[config.mk]
export PLATFORM = sky130hd
export DESIGN_NAME = keypad_code_lock_controller_top
export DESIGN_NICKNAME = d
export VERILOG_FILES = /design/src/rtl/kclc_pkg.sv /design/src/rtl/kclc_in_stage.sv /design/src/rtl/kclc_ctrl.sv /design/src/rtl/kclc_out_stage.sv /design/src/rtl/keypad_code_lock_controller_top.sv
export SDC_FILE = /design/constraint.sdc
export NUM_CORES = 1
export LEC_CHECK = 0
export ABC_AREA = 1
export BUFFER_PORTS_ARGS = -buffer_cell sky130_fd_sc_hd__buf_4
export CAP_MARGIN = 20
export CORE_MARGIN = 4
export CORE_UTILIZATION = 56
export DETAILED_ROUTE_END_ITERATION = 6
export PLACE_DENSITY = 0.87
export SLEW_MARGIN = 20
export SYNTH_ARGS = -nofsm -noshare
export SYNTH_HDL_FRONTEND = slang
export SYNTH_SLANG_ARGS = --single-unit
[constraint.sdc]
create_clock -name clk_i -period 3.4 [get_ports clk_i]
set_clock_uncertainty 0.05 [all_clocks]
set_input_delay 0.51 -clock clk_i [delete_from_list [all_inputs] [get_ports clk_i]]
set_output_delay 0.51 -clock clk_i [all_outputs]
set_load 0.005 [all_outputs]
[src/rtl/kclc_pkg.sv]
// Shared types, constants and helpers for the keypad code lock controller.
// No dependencies; every other file in rtl/ uses it by scoped names.
package kclc_pkg;

  localparam int unsigned CodeDigits = 4;
  localparam int unsigned DigitW     = 4;
  localparam int unsigned CodeW      = CodeDigits * DigitW;
  localparam int unsigned KeysW      = 10;
  localparam int unsigned StatusW    = 3;
  localparam int unsigned CountW     = 3;
  localparam int unsigned TriesW     = 3;
  localparam int unsigned CfgIdxW    = 2;
  localparam int unsigned EntryIdxW  = $clog2(CodeDigits);

  // Configuration register indexes.
  localparam logic [CfgIdxW-1:0] CfgSecretCode = 2'd0;
  localparam logic [CfgIdxW-1:0] CfgTriesLimit = 2'd1;

  localparam logic [CodeW-1:0]  SecretCodeRst = 16'h1123;
  localparam logic [TriesW-1:0] TriesLimitRst = 3'd3;

  // Opcodes of an input word.
  localparam logic OpKey     = 1'b0;
  localparam logic OpContact = 1'b1;

  // Result status codes.
  localparam logic [StatusW-1:0] StDigit     = 3'd0;
  localparam logic [StatusW-1:0] StWrong     = 3'd1;
  localparam logic [StatusW-1:0] StAlarm     = 3'd2;
  localparam logic [StatusW-1:0] StUnlocking = 3'd3;
  localparam logic [StatusW-1:0] StWasOpen   = 3'd4;
  localparam logic [StatusW-1:0] StOpened    = 3'd5;
  localparam logic [StatusW-1:0] StLocked    = 3'd6;
  localparam logic [StatusW-1:0] StIgnored   = 3'd7;

  // Input word after key decode.
  typedef struct packed {
    logic              op;
    logic              key_valid;
    logic [DigitW-1:0] digit;
    logic              closed;
  } item_t;

  // Result word.
  typedef struct packed {
    logic [StatusW-1:0] status;
    logic [CountW-1:0]  digits_entered;
    logic [TriesW-1:0]  tries_left;
    logic               red_led;
    logic               green_led;
    logic               alarm_pulse;
    logic               servo_unlocked;
    logic               finished;
  } result_t;

  // Pipeline handshake between the input stage and the result stage.
  typedef struct packed {
    logic fire;     // input stage word is consumed this cycle
    logic advance;  // result register may load
  } flow_t;

  // Highest pressed digit wins; bit DigitW of the return is the key-present flag.
  function automatic logic [DigitW:0] top_digit(input logic [KeysW-1:0] mask);
    logic [DigitW:0] res;
    res = '0;
    for (int k = 0; k < KeysW; k++) begin
      if (mask[k]) begin
        res = {1'b1, DigitW'(k)};
      end
    end
    return res;
  endfunction

endpackage

[src/rtl/kclc_in_stage.sv]
// Input register of the code lock: decodes the key mask and holds one word.
// Depends on kclc_pkg.
module kclc_in_stage (
  input  logic                          clk_i,
  input  logic                          rst_ni,
  input  logic                          in_valid_i,
  output logic                          in_ready_o,
  input  logic                          opcode_i,
  input  logic [kclc_pkg::KeysW-1:0]    buttons_pressed_i,
  input  logic                          contact_closed_i,
  input  kclc_pkg::flow_t               flow_i,
  output logic                          vld_o,
  output kclc_pkg::item_t               item_o
);

  logic                        vld_q, vld_d;
  kclc_pkg::item_t             item_q;
  logic [kclc_pkg::DigitW:0]   key;
  logic                        take;

  assign key        = kclc_pkg::top_digit(buttons_pressed_i);
  assign in_ready_o = !vld_q || flow_i.advance;
  assign take       = in_valid_i && in_ready_o;

  always_comb begin
    vld_d = vld_q;
    if (take) begin
      vld_d = 1'b1;
    end else if (flow_i.fire) begin
      vld_d = 1'b0;
    end
  end

  always_ff @(posedge clk_i or negedge rst_ni) begin
    if (!rst_ni) begin
      vld_q <= 1'b0;
    end else begin
      vld_q <= vld_d;
    end
  end

  always_ff @(posedge clk_i) begin
    if (take) begin
      item_q.op        <= opcode_i;
      item_q.key_valid <= key[kclc_pkg::DigitW];
      item_q.digit     <= key[kclc_pkg::DigitW-1:0];
      item_q.closed    <= contact_closed_i;
    end
  end

  assign vld_o  = vld_q;
  assign item_o = item_q;

endmodule

[src/rtl/kclc_ctrl.sv]
// Lock state, configuration registers and next-state / result logic.
// Depends on kclc_pkg.
module kclc_ctrl (
  input  logic                           clk_i,
  input  logic                           rst_ni,
  input  logic                           cfg_we_i,
  input  logic [kclc_pkg::CfgIdxW-1:0]   cfg_index_i,
  input  logic [kclc_pkg::CodeW-1:0]     cfg_data_i,
  input  kclc_pkg::flow_t                flow_i,
  input  kclc_pkg::item_t                item_i,
  output kclc_pkg::result_t              result_o
);

  localparam logic [1:0] PhEnter     = 2'd0;
  localparam logic [1:0] PhWaitOpen  = 2'd1;
  localparam logic [1:0] PhWaitClose = 2'd2;
  localparam logic [1:0] PhDone      = 2'd3;
  localparam logic [kclc_pkg::EntryIdxW-1:0] LastIdx =
    kclc_pkg::EntryIdxW'(kclc_pkg::CodeDigits - 1);

  logic [kclc_pkg::CodeW-1:0]     code_q;
  logic [kclc_pkg::TriesW-1:0]    limit_q;
  logic [kclc_pkg::DigitW-1:0]    entry_q [kclc_pkg::CodeDigits-1];
  logic [kclc_pkg::EntryIdxW-1:0] cnt_q, cnt_d;
  logic [kclc_pkg::TriesW-1:0]    fail_q, fail_d;
  logic [1:0]                     phase_q, phase_d;
  logic                           red_q, red_d, green_q, green_d, servo_q, servo_d;
  logic                           entry_we;
  logic                           match;
  logic [kclc_pkg::TriesW:0]      fail_inc;
  logic [kclc_pkg::StatusW-1:0]   status;
  logic                           pulse;

  assign match = ({entry_q[0], entry_q[1], entry_q[2], item_i.digit} == code_q);
  assign fail_inc = {1'b0, fail_q} + 1'b1;

  always_comb begin
    cnt_d    = cnt_q;
    fail_d   = fail_q;
    phase_d  = phase_q;
    red_d    = red_q;
    green_d  = green_q;
    servo_d  = servo_q;
    status   = kclc_pkg::StIgnored;
    pulse    = 1'b0;
    entry_we = 1'b0;
    if (phase_q == PhEnter && item_i.op == kclc_pkg::OpKey) begin
      if (item_i.key_valid) begin
        status = kclc_pkg::StDigit;
        if (cnt_q == LastIdx) begin
          cnt_d = '0;
          if (match) begin
            red_d   = 1'b0;
            green_d = 1'b1;
            if (!item_i.closed) begin
              status  = kclc_pkg::StWasOpen;
              pulse   = 1'b1;
              phase_d = PhDone;
            end else begin
              status  = kclc_pkg::StUnlocking;
              servo_d = 1'b1;
              phase_d = PhWaitOpen;
            end
          end else begin
            red_d = 1'b1;
            if (fail_inc > {1'b0, limit_q}) begin
              status = kclc_pkg::StAlarm;
              pulse  = 1'b1;
              fail_d = limit_q;
            end else begin
              status = kclc_pkg::StWrong;
              fail_d = fail_inc[kclc_pkg::TriesW-1:0];
            end
          end
        end else begin
          entry_we = 1'b1;
          cnt_d    = cnt_q + 1'b1;
        end
      end
    end else if (item_i.op == kclc_pkg::OpContact) begin
      if (phase_q == PhWaitOpen && !item_i.closed) begin
        status  = kclc_pkg::StOpened;
        phase_d = PhWaitClose;
      end else if (phase_q == PhWaitClose && item_i.closed) begin
        status  = kclc_pkg::StLocked;
        servo_d = 1'b0;
        phase_d = PhDone;
      end
    end
  end

  always_ff @(posedge clk_i or negedge rst_ni) begin
    if (!rst_ni) begin
      code_q  <= kclc_pkg::SecretCodeRst;
      limit_q <= kclc_pkg::TriesLimitRst;
    end else if (cfg_we_i) begin
      if (cfg_index_i == kclc_pkg::CfgSecretCode) begin
        code_q <= cfg_data_i;
      end else if (cfg_index_i == kclc_pkg::CfgTriesLimit) begin
        limit_q <= cfg_data_i[kclc_pkg::TriesW-1:0];
      end
    end
  end

  always_ff @(posedge clk_i or negedge rst_ni) begin
    if (!rst_ni) begin
      cnt_q   <= '0;
      fail_q  <= '0;
      phase_q <= PhEnter;
      red_q   <= 1'b0;
      green_q <= 1'b0;
      servo_q <= 1'b0;
    end else if (flow_i.fire) begin
      cnt_q   <= cnt_d;
      fail_q  <= fail_d;
      phase_q <= phase_d;
      red_q   <= red_d;
      green_q <= green_d;
      servo_q <= servo_d;
    end
  end

  // Entry digits need no reset: each is written before the compare reads it.
  always_ff @(posedge clk_i) begin
    if (flow_i.fire && entry_we) begin
      entry_q[cnt_q] <= item_i.digit;
    end
  end

  always_comb begin
    result_o.status         = status;
    result_o.digits_entered = kclc_pkg::CountW'(cnt_d);
    result_o.tries_left     = (limit_q > fail_d) ? (limit_q - fail_d) : '0;
    result_o.red_led        = red_d;
    result_o.green_led      = green_d;
    result_o.alarm_pulse    = pulse;
    result_o.servo_unlocked = servo_d;
    result_o.finished       = (phase_d == PhDone);
  end

endmodule

[src/rtl/kclc_out_stage.sv]
// Result register of the code lock: holds one result word until taken.
// Depends on kclc_pkg.
module kclc_out_stage (
  input  logic               clk_i,
  input  logic               rst_ni,
  input  logic               vld_i,
  input  kclc_pkg::result_t  result_i,
  input  logic               out_ready_i,
  output logic               out_valid_o,
  output kclc_pkg::result_t  result_o,
  output kclc_pkg::flow_t    flow_o
);

  logic              vld_q;
  kclc_pkg::result_t res_q;

  assign flow_o.advance = !vld_q || out_ready_i;
  assign flow_o.fire    = vld_i && flow_o.advance;

  always_ff @(posedge clk_i or negedge rst_ni) begin
    if (!rst_ni) begin
      vld_q <= 1'b0;
    end else if (flow_o.advance) begin
      vld_q <= vld_i;
    end
  end

  always_ff @(posedge clk_i) begin
    if (flow_o.fire) begin
      res_q <= result_i;
    end
  end

  assign out_valid_o = vld_q;
  assign result_o    = res_q;

endmodule

[src/rtl/keypad_code_lock_controller_top.sv]
// Top level of the keypad code lock controller: input stage, control, result stage.
// Depends on kclc_pkg, kclc_in_stage, kclc_ctrl and kclc_out_stage.
//
//   Channel  Handshake                 Word
//   -------  ------------------------  ----------------------------------------------
//   in       in_valid_i / in_ready_o   opcode, buttons_pressed, contact_closed
//   out      out_valid_o / out_ready_i status, digits, tries, lamps, pulse, servo, finished
//   cfg      cfg_valid_i / cfg_ready_o cfg_index_i, cfg_data_i (0 code, 1 tries limit)
//
// Each input word yields exactly one result word: the input register holds the
// word, with the key mask already reduced to a digit, and the control logic then
// loads the result register, which holds the result word until it is taken.
// A new word is accepted every cycle while the result side keeps taking words.
// When out_ready_i is low, the result register holds, the input register
// fills behind it, and in_ready_o drops; no word is lost or repeated.
// Reset clears the lock state and loads the default code and tries limit;
// configuration writes are always taken.
module keypad_code_lock_controller_top (
  input  logic                           clk_i,
  input  logic                           rst_ni,
  // input word channel
  input  logic                           in_valid_i,
  output logic                           in_ready_o,
  input  logic                           opcode_i,
  input  logic [kclc_pkg::KeysW-1:0]     buttons_pressed_i,
  input  logic                           contact_closed_i,
  // result word channel
  output logic                           out_valid_o,
  input  logic                           out_ready_i,
  output logic [kclc_pkg::StatusW-1:0]   status_o,
  output logic [kclc_pkg::CountW-1:0]    digits_entered_o,
  output logic [kclc_pkg::TriesW-1:0]    tries_left_o,
  output logic                           red_led_o,
  output logic                           green_led_o,
  output logic                           alarm_pulse_o,
  output logic                           servo_unlocked_o,
  output logic                           finished_o,
  // configuration channel
  input  logic                           cfg_valid_i,
  output logic                           cfg_ready_o,
  input  logic [kclc_pkg::CfgIdxW-1:0]   cfg_index_i,
  input  logic [kclc_pkg::CodeW-1:0]     cfg_data_i
);

  kclc_pkg::flow_t   flow;
  kclc_pkg::item_t   item;
  kclc_pkg::result_t result_d;
  kclc_pkg::result_t result_q;
  logic              item_vld;

  // Registers take a write in any cycle.
  assign cfg_ready_o = 1'b1;

  // Decode the key mask and hold the word.
  kclc_in_stage u_in_stage (
    .clk_i             (clk_i),
    .rst_ni            (rst_ni),
    .in_valid_i        (in_valid_i),
    .in_ready_o        (in_ready_o),
    .opcode_i          (opcode_i),
    .buttons_pressed_i (buttons_pressed_i),
    .contact_closed_i  (contact_closed_i),
    .flow_i            (flow),
    .vld_o             (item_vld),
    .item_o            (item)
  );

  // Advance the lock state and form the result word.
  kclc_ctrl u_ctrl (
    .clk_i       (clk_i),
    .rst_ni      (rst_ni),
    .cfg_we_i    (cfg_valid_i && cfg_ready_o),
    .cfg_index_i (cfg_index_i),
    .cfg_data_i  (cfg_data_i),
    .flow_i      (flow),
    .item_i      (item),
    .result_o    (result_d)
  );

  // Hold the result until the consumer takes it.
  kclc_out_stage u_out_stage (
    .clk_i       (clk_i),
    .rst_ni      (rst_ni),
    .vld_i       (item_vld),
    .result_i    (result_d),
    .out_ready_i (out_ready_i),
    .out_valid_o (out_valid_o),
    .result_o    (result_q),
    .flow_o      (flow)
  );

  assign status_o         = result_q.status;
  assign digits_entered_o = result_q.digits_entered;
  assign tries_left_o     = result_q.tries_left;
  assign red_led_o        = result_q.red_led;
  assign green_led_o      = result_q.green_led;
  assign alarm_pulse_o    = result_q.alarm_pulse;
  assign servo_unlocked_o = result_q.servo_unlocked;
  assign finished_o       = result_q.finished;

endmodule

== Word-level counts from Yosys, hierarchy flattened ==
Memory sizes are Yosys's and may differ from the RTL's.
Cells that the tools add are included.
W data, S select, Z words.

* $add $sub $neg: 3
* Order comparisons: 2
* Eq/ne operators: 6
* Muxes and demuxes: 60
* Bitwise logic cells: 2
* Reductions and logical operators: 19

{| class="wikitable"
|+ Operators with widths
! operator !! count
|-
| $mux W3 || 12
|-
| $mux W1 || 28
|-
| $mux W4 || 7
|-
| $mux W2 || 12
|-
| $eq A16 B16 Y1 || 1
|-
| $reduce_or A9 Y1 || 1
|-
| $eq A2 B2 Y1 const B || 3
|-
| $logic_and A1 B1 Y1 || 6
|-
| $reduce_and A3 Y1 || 2
|-
| $mux W5 || 1
|-
| $add A3 B1 Y4 const B || 1
|-
| $eq A2 B1 Y1 const B || 2
|-
| $gt A4 B3 Y1 || 1
|-
| $logic_not A2 Y1 || 2
|-
| $gt A3 B3 Y1 || 1
|-
| $logic_not A1 Y1 || 3
|-
| $sub A3 B3 Y3 || 1
|-
| $add A2 B1 Y2 const B || 1
|-
| $logic_or A1 B1 Y1 || 2
|-
| $not A1 Y1 || 2
|-
| $reduce_and A2 Y1 || 1
|-
| $reduce_bool A2 Y1 || 1
|-
| $reduce_or A2 Y1 || 1
|}

* Register bits: 51
* Memory bits (writable): 12
* Bits of input ports: 35
* Output and inout port bits: 17
* Logic and storage cells: 116
* Memories kept: 1

{| class="wikitable"
|+ Memory list
! memory !! depth !! bits a word !! rd ports !! clocked after Yosys merged registers in !! write ports !! RTL line !! text
|-
| u_ctrl.entry_q || 3 || 4 || 3 || 0 || 1 || kclc_ctrl.sv:23 || <nowiki>logic [kclc_pkg::DigitW-1:0] entry_q [kclc_pkg::CodeDigits-1];</nowiki>
|}

== Longest topological paths before layout ==
* Word-level depth: 9
* Gate-level depth with buffers: 19
* Mapped depth without buffers: 19

== Modules after synthesis ==
From an unflattened synthesis, not the netlist that was laid out.

* Cell total of the unflattened synthesis: 372
* Area total of the unflattened synthesis: 3276.9 um^2

{| class="wikitable"
|+ By module, submodules not included
! module !! times used !! cells an instance !! area each (um^2) !! sequential area each (um^2)
|-
| kclc_ctrl || 1 || 313 || 2423.6 || 1094.8
|-
| kclc_out_stage || 1 || 20 || 465.4 || 445.4
|-
| kclc_in_stage || 1 || 37 || 376.6 || 235.2
|-
| keypad_code_lock_controller_top || 1 || 2 || 11.3 || 0.0
|}

== Least setup slack after synthesis ==
Ideal clock, no wire load.

* Kind: register to register
* Start point: register u_ctrl.fail_q[0] in the netlist's numbering
* End point: register u_out_stage.res_q (netlist bit u_out_stage.result_o[6]) (data pin)
* Setup time: 0.253 ns
* Arrival time: 2.379 ns
* Required time: 3.097 ns
* Setup slack: 0.718 ns
* Cell stages (with the launch flop): 17
* Path buffers: 0
* Clock period less this slack: 2.682 ns
* Cells stage by stage: dfrtp_1 > ha_1 > xnor2_1 > inv_1 > ha_1 > nand4_1 > nand2_1 > nand2_1 > nand2_1 > nand3_1 > nand2_1 > inv_1 > ha_1 > inv_1 > fa_1 > inv_1 > nor2_1

* Cells in the longest elaborated chain, start to end: 8
* Elaborated cells on any way between the ends: 9
* Those cells by class: add/sub: 2; order compare: 2; mux: 5

{| class="wikitable"
|+ Ends and longest elaborated chain
! item !! RTL line !! text
|-
| start: declaration || kclc_ctrl.sv:25 || <nowiki>logic [kclc_pkg::TriesW-1:0] fail_q, fail_d;</nowiki>
|-
| start signal: assignment || kclc_ctrl.sv:115 || <nowiki>fail_q <= fail_d;</nowiki>
|-
| $add A3 B1 Y4 || kclc_ctrl.sv:35 || <nowiki>assign fail_inc = {1'b0, fail_q} + 1'b1;</nowiki>
|-
| $gt A4 B3 Y1 || kclc_ctrl.sv:66 || <nowiki>if (fail_inc > {1'b0, limit_q}) begin</nowiki>
|-
| $mux W3 || kclc_ctrl.sv:66 ||
|-
| $mux W3 || kclc_ctrl.sv:52 || <nowiki>if (match) begin</nowiki>
|-
| $mux W3 || kclc_ctrl.sv:50 || <nowiki>if (cnt_q == LastIdx) begin</nowiki>
|-
| $mux W3 || kclc_ctrl.sv:48 || <nowiki>if (item_i.key_valid) begin</nowiki>
|-
| $mux W3 * || kclc_ctrl.sv:47 || <nowiki>if (phase_q == PhEnter && item_i.op == kclc_pkg::OpKey) begin</nowiki>
|-
| via u_ctrl.fail_d, one bit || kclc_ctrl.sv:25 ||
|-
| $sub A3 B3 Y3 or $gt A3 B3 Y1 (tied branches) || kclc_ctrl.sv:133 || <nowiki>result_o.tries_left = (limit_q > fail_d) ? (limit_q - fail_d) : '0;</nowiki>
|-
| end signal: assignment || kclc_out_stage.sv:30 || <nowiki>res_q <= result_i;</nowiki>
|-
| end: declaration || kclc_out_stage.sv:15 || <nowiki>kclc_pkg::result_t res_q;</nowiki>
|}

The timed path passes the listed nets; every way through them passes the cells marked *.
A chain may end at the register's enable or synchronous reset.

== Worst setup path after layout ==
* Start point: register u_ctrl.fail_q[0] in the netlist's numbering
* End point: register u_out_stage.res_q (netlist bit u_out_stage.result_o[7]) (data pin)

Same word-level chain as after synthesis.

==> results.tsv <==
stage	metric	value	unit
synthesis	ys.flop_type	edfxtp_1	
worst_setup_path	crit_family	adder cells	
worst_setup_path	critPathRequiredTime	3440	ps
power	powerDensity	652.1	nW/µm²
global_routing	grt_pass1_wl	10.20	mm
floorplanning	num_rows	27	
synthesis	synth-seq-cells	63	
min_path	min_path_type	input pin to asynchronous set/reset pin	
run_status	status	completed	
floorplanning	core-area	5507	µm²
synthesis	ys_seq_area_share	54.92	%
clock_network	cts_root_buf	clkbuf_8	
synthesis	synthArstFlopShare	49.21	%
drt	finalWirelength	5.916	mm
synthesis	syn_avg_cell_area	8.660	µm²
finish	post-route-cell-area	3799	µm²
place	io_buffers	49	
finish	layout_common_cells	nand2_1 (103), inv_1 (67), buf_4 (50)	
run	cap_viol_max_count	0	
synthesis	synth_nets	414	
clock_network	clock-sinks	63	
sta	worstMarginPinSlew	920.1	ps
clock_network	post-cts-setup-buffer-count	0	
finish	n_fill_cell	429	
worst_setup_path	r2r_slack	420	ps
synthesis	synth_edf_count	32	
power	vdd_drop_max	0.3589	mV
global_routing	grt_max_degree	32	
drt	num_vias	2454	
drt	wire_per_inst	11.83	µm
worst_setup_path	cp-end-kind	register	
drt	wl_met2	3.015	mm
worst_setup_path	ff2ff_path_depth	17	
sta	tns	0	ps
drt	antenna_left	0	
worst_setup_path	worstPathArrival	3020	ps
worst_setup_path	cp_cell_sequence	ha_1 > ha_1 > nand2_1 > nand2_1 > nand3_1 > nand2_1 > nand2_1 > nand2_1 > nand2_1 > nand3_1 > nand2_1 > inv_1 > ha_1 > inv_1 > fa_1 > xnor2_1 > nor2_1	
floorplanning	ios	52	
power	leakage	0.001954	µW
synthesis	syn-instance-count	367	
clock_network	htree_num_levels	3	
global_routing	grt_pass1_vias	2460	
sta	hold_viol_final	0	
worst_setup_path	crit_path_max_incr_delay	440	ps
place	place_congestion	0.8662	
finish	final_common_cell	nand2_1	
worst_setup_path	cp_slowest_cell	dfrtp_1	
synthesis	ys_types	26	
drt	route.met3.wl	351	µm
clock_network	cts_resized	0	
sta	finalCritPeriodShare	87.68	%
clock_network	cts-buffers-inserted	9	
drt	highest_layer	met4	
floorplanning	die_area	6945	µm²
clock_network	hold_buffers	0	
finish	regArea	1745	µm²
sta	rsz0062_at_grt	false	
finish	multi_input_comb_area	1132	µm²
worst_setup_path	critPathBufInv	2	
synthesis	yosys_warnings	0	
worst_setup_path	cpMostUsedCell	nand2_1	
clock_network	clk_pin_slew	60	ps
global_routing	overflow	0	
clock_network	clk_latency	330	ps
sta	drv_slew	0	
floorplanning	fp.dieW	83.34	µm
clock_network	clock_path_buffers	2	
sta	max_freq	335.5	MHz
worst_setup_path	start_kind	register	
synthesis	syn_area	3178	µm²
place	dp_hpwl	4.423	mm
worst_setup_path	path_class	register to register	
floorplanning	start_util	57.71	%
sta	relSlewSlack	38.51	%
drt	firstDrtPassIters	4	
drt	post-route-drc-count	0	
global_routing	antenna_found_initial	0	
place	place_area	3613	µm²
drt	met1_length	2.413	mm
sta	setup_viol	0	
finish	drive_above_1_share	20.56	%
worst_setup_path	critical_path_depth	17	
drt	viasPerCell	4.908	
worst_setup_path	cp_max_fo	6	
floorplanning	die_h	83.34	µm
drt	dr.first_iter.drc_count	97	
sta	min_period	2981	ps
finish	layout.nets	470	
finish	area_growth_syn_to_layout	19.53	%
clock_network	cts_tree	done	
global_routing	grt_usage	18.50	%
finish	diodes	0	
[power breakdown]
group          internal (µW)  total (µW)  switching (µW)
Clock                    321         579             258
Combinational            346         825             479
Sequential               983        1070            89.9
[area by class of cell]
class | instances | share of cell area [%]
clock buffers | 13 | 4.447
repair buffers | 50 | 9.881
multi-input cells | 227 | 29.81
inverters | 72 | 7.115
flip-flops and latches | 63 | 45.95
well taps | 72 | 2.372
clock inverters | 3 | 0.4282
[registers in the layout (all words and copies together), names as in the netlist, 2 cells and up]
signal / count
u_ctrl.limit_q: 3
u_ctrl.entry_q: 12
u_ctrl.code_q: 16
u_out_stage.result_o: 13
u_ctrl.fail_q: 3
u_ctrl.phase_q: 2
u_ctrl.cnt_q: 2
u_in_stage.item_o: 7
[metrics by stage]
step                      power [µW]  cells  hold WS [ps]  setup WS (ps)  utilization [%]
after detailed placement        1905    484         399.7          457.8            65.62
after global placement          1854    484         385.1          638.1            65.62
after CTS                       2499    500         49.20          436.5            68.98
final                           2477    500         54.86          419.0            68.98
after floorplan                 1654    367         164.4          718.1                -
after global routing            2703    500         70.07          134.0            68.98
[layer usage]
metal  up-vias  track usage, %
li1       1252               -
met1      1118           19.49
met2        72           32.14
met3        12           6.052
met4         0           10.70
met5         -               0
[Yosys cell counts (2+ instances only)]
library cell | number | area share [%]
mux2_2 | 5 | 1.8
inv_1 | 67 | 7.9
o21ai_0 | 10 | 1.6
inv_2 | 5 | 0.59
nand2_2 | 2 | 0.39
nor2_2 | 2 | 0.39
conb_1 | 2 | 0.24
nand4_1 | 7 | 1.4
edfxtp_1 | 32 | 30
nand2_1 | 103 | 12
xnor2_1 | 2 | 0.55
buf_4 | 3 | 0.71
nor2_1 | 43 | 5.1
nor4_1 | 2 | 0.39
nor2_4 | 2 | 0.71
nand3_1 | 17 | 2.7
dfrtp_1 | 24 | 19
ha_1 | 11 | 4.3
dfstp_2 | 7 | 5.8
clkbuf_1 | 2 | 0.24
a21oi_1 | 14 | 2.2
[final timing paths]
path / from / to
setup / recovery: u_ctrl.fail_q[0] / u_out_stage.result_o[7]
hold / removal: rst_ni / u_ctrl.code_q[3]
setup reg to reg: u_ctrl.fail_q[0] / u_out_stage.result_o[7]
hold reg to reg: u_ctrl.green_q / u_ctrl.green_q
max in group asynchronous: rst_ni / u_ctrl.limit_q[0]
min in group clk_i: opcode_i / u_in_stage.item_o[6]
[cells by family after synthesis]
family / count (synthesis) / synth area share, %
AO/OA/AOI/OAI: 26 / 4.331
XOR/XNOR: 2 / 0.5513
adder cells (fa/ha/maj): 12 / 4.961
buffers and inverters: 77 / 9.449
flip-flops: 63 / 54.92
multiplexers: 5 / 1.772
other: 2 / 0.2363
AND/OR/NAND/NOR: 180 / 23.78
Power figures use the tool's default switching activity.
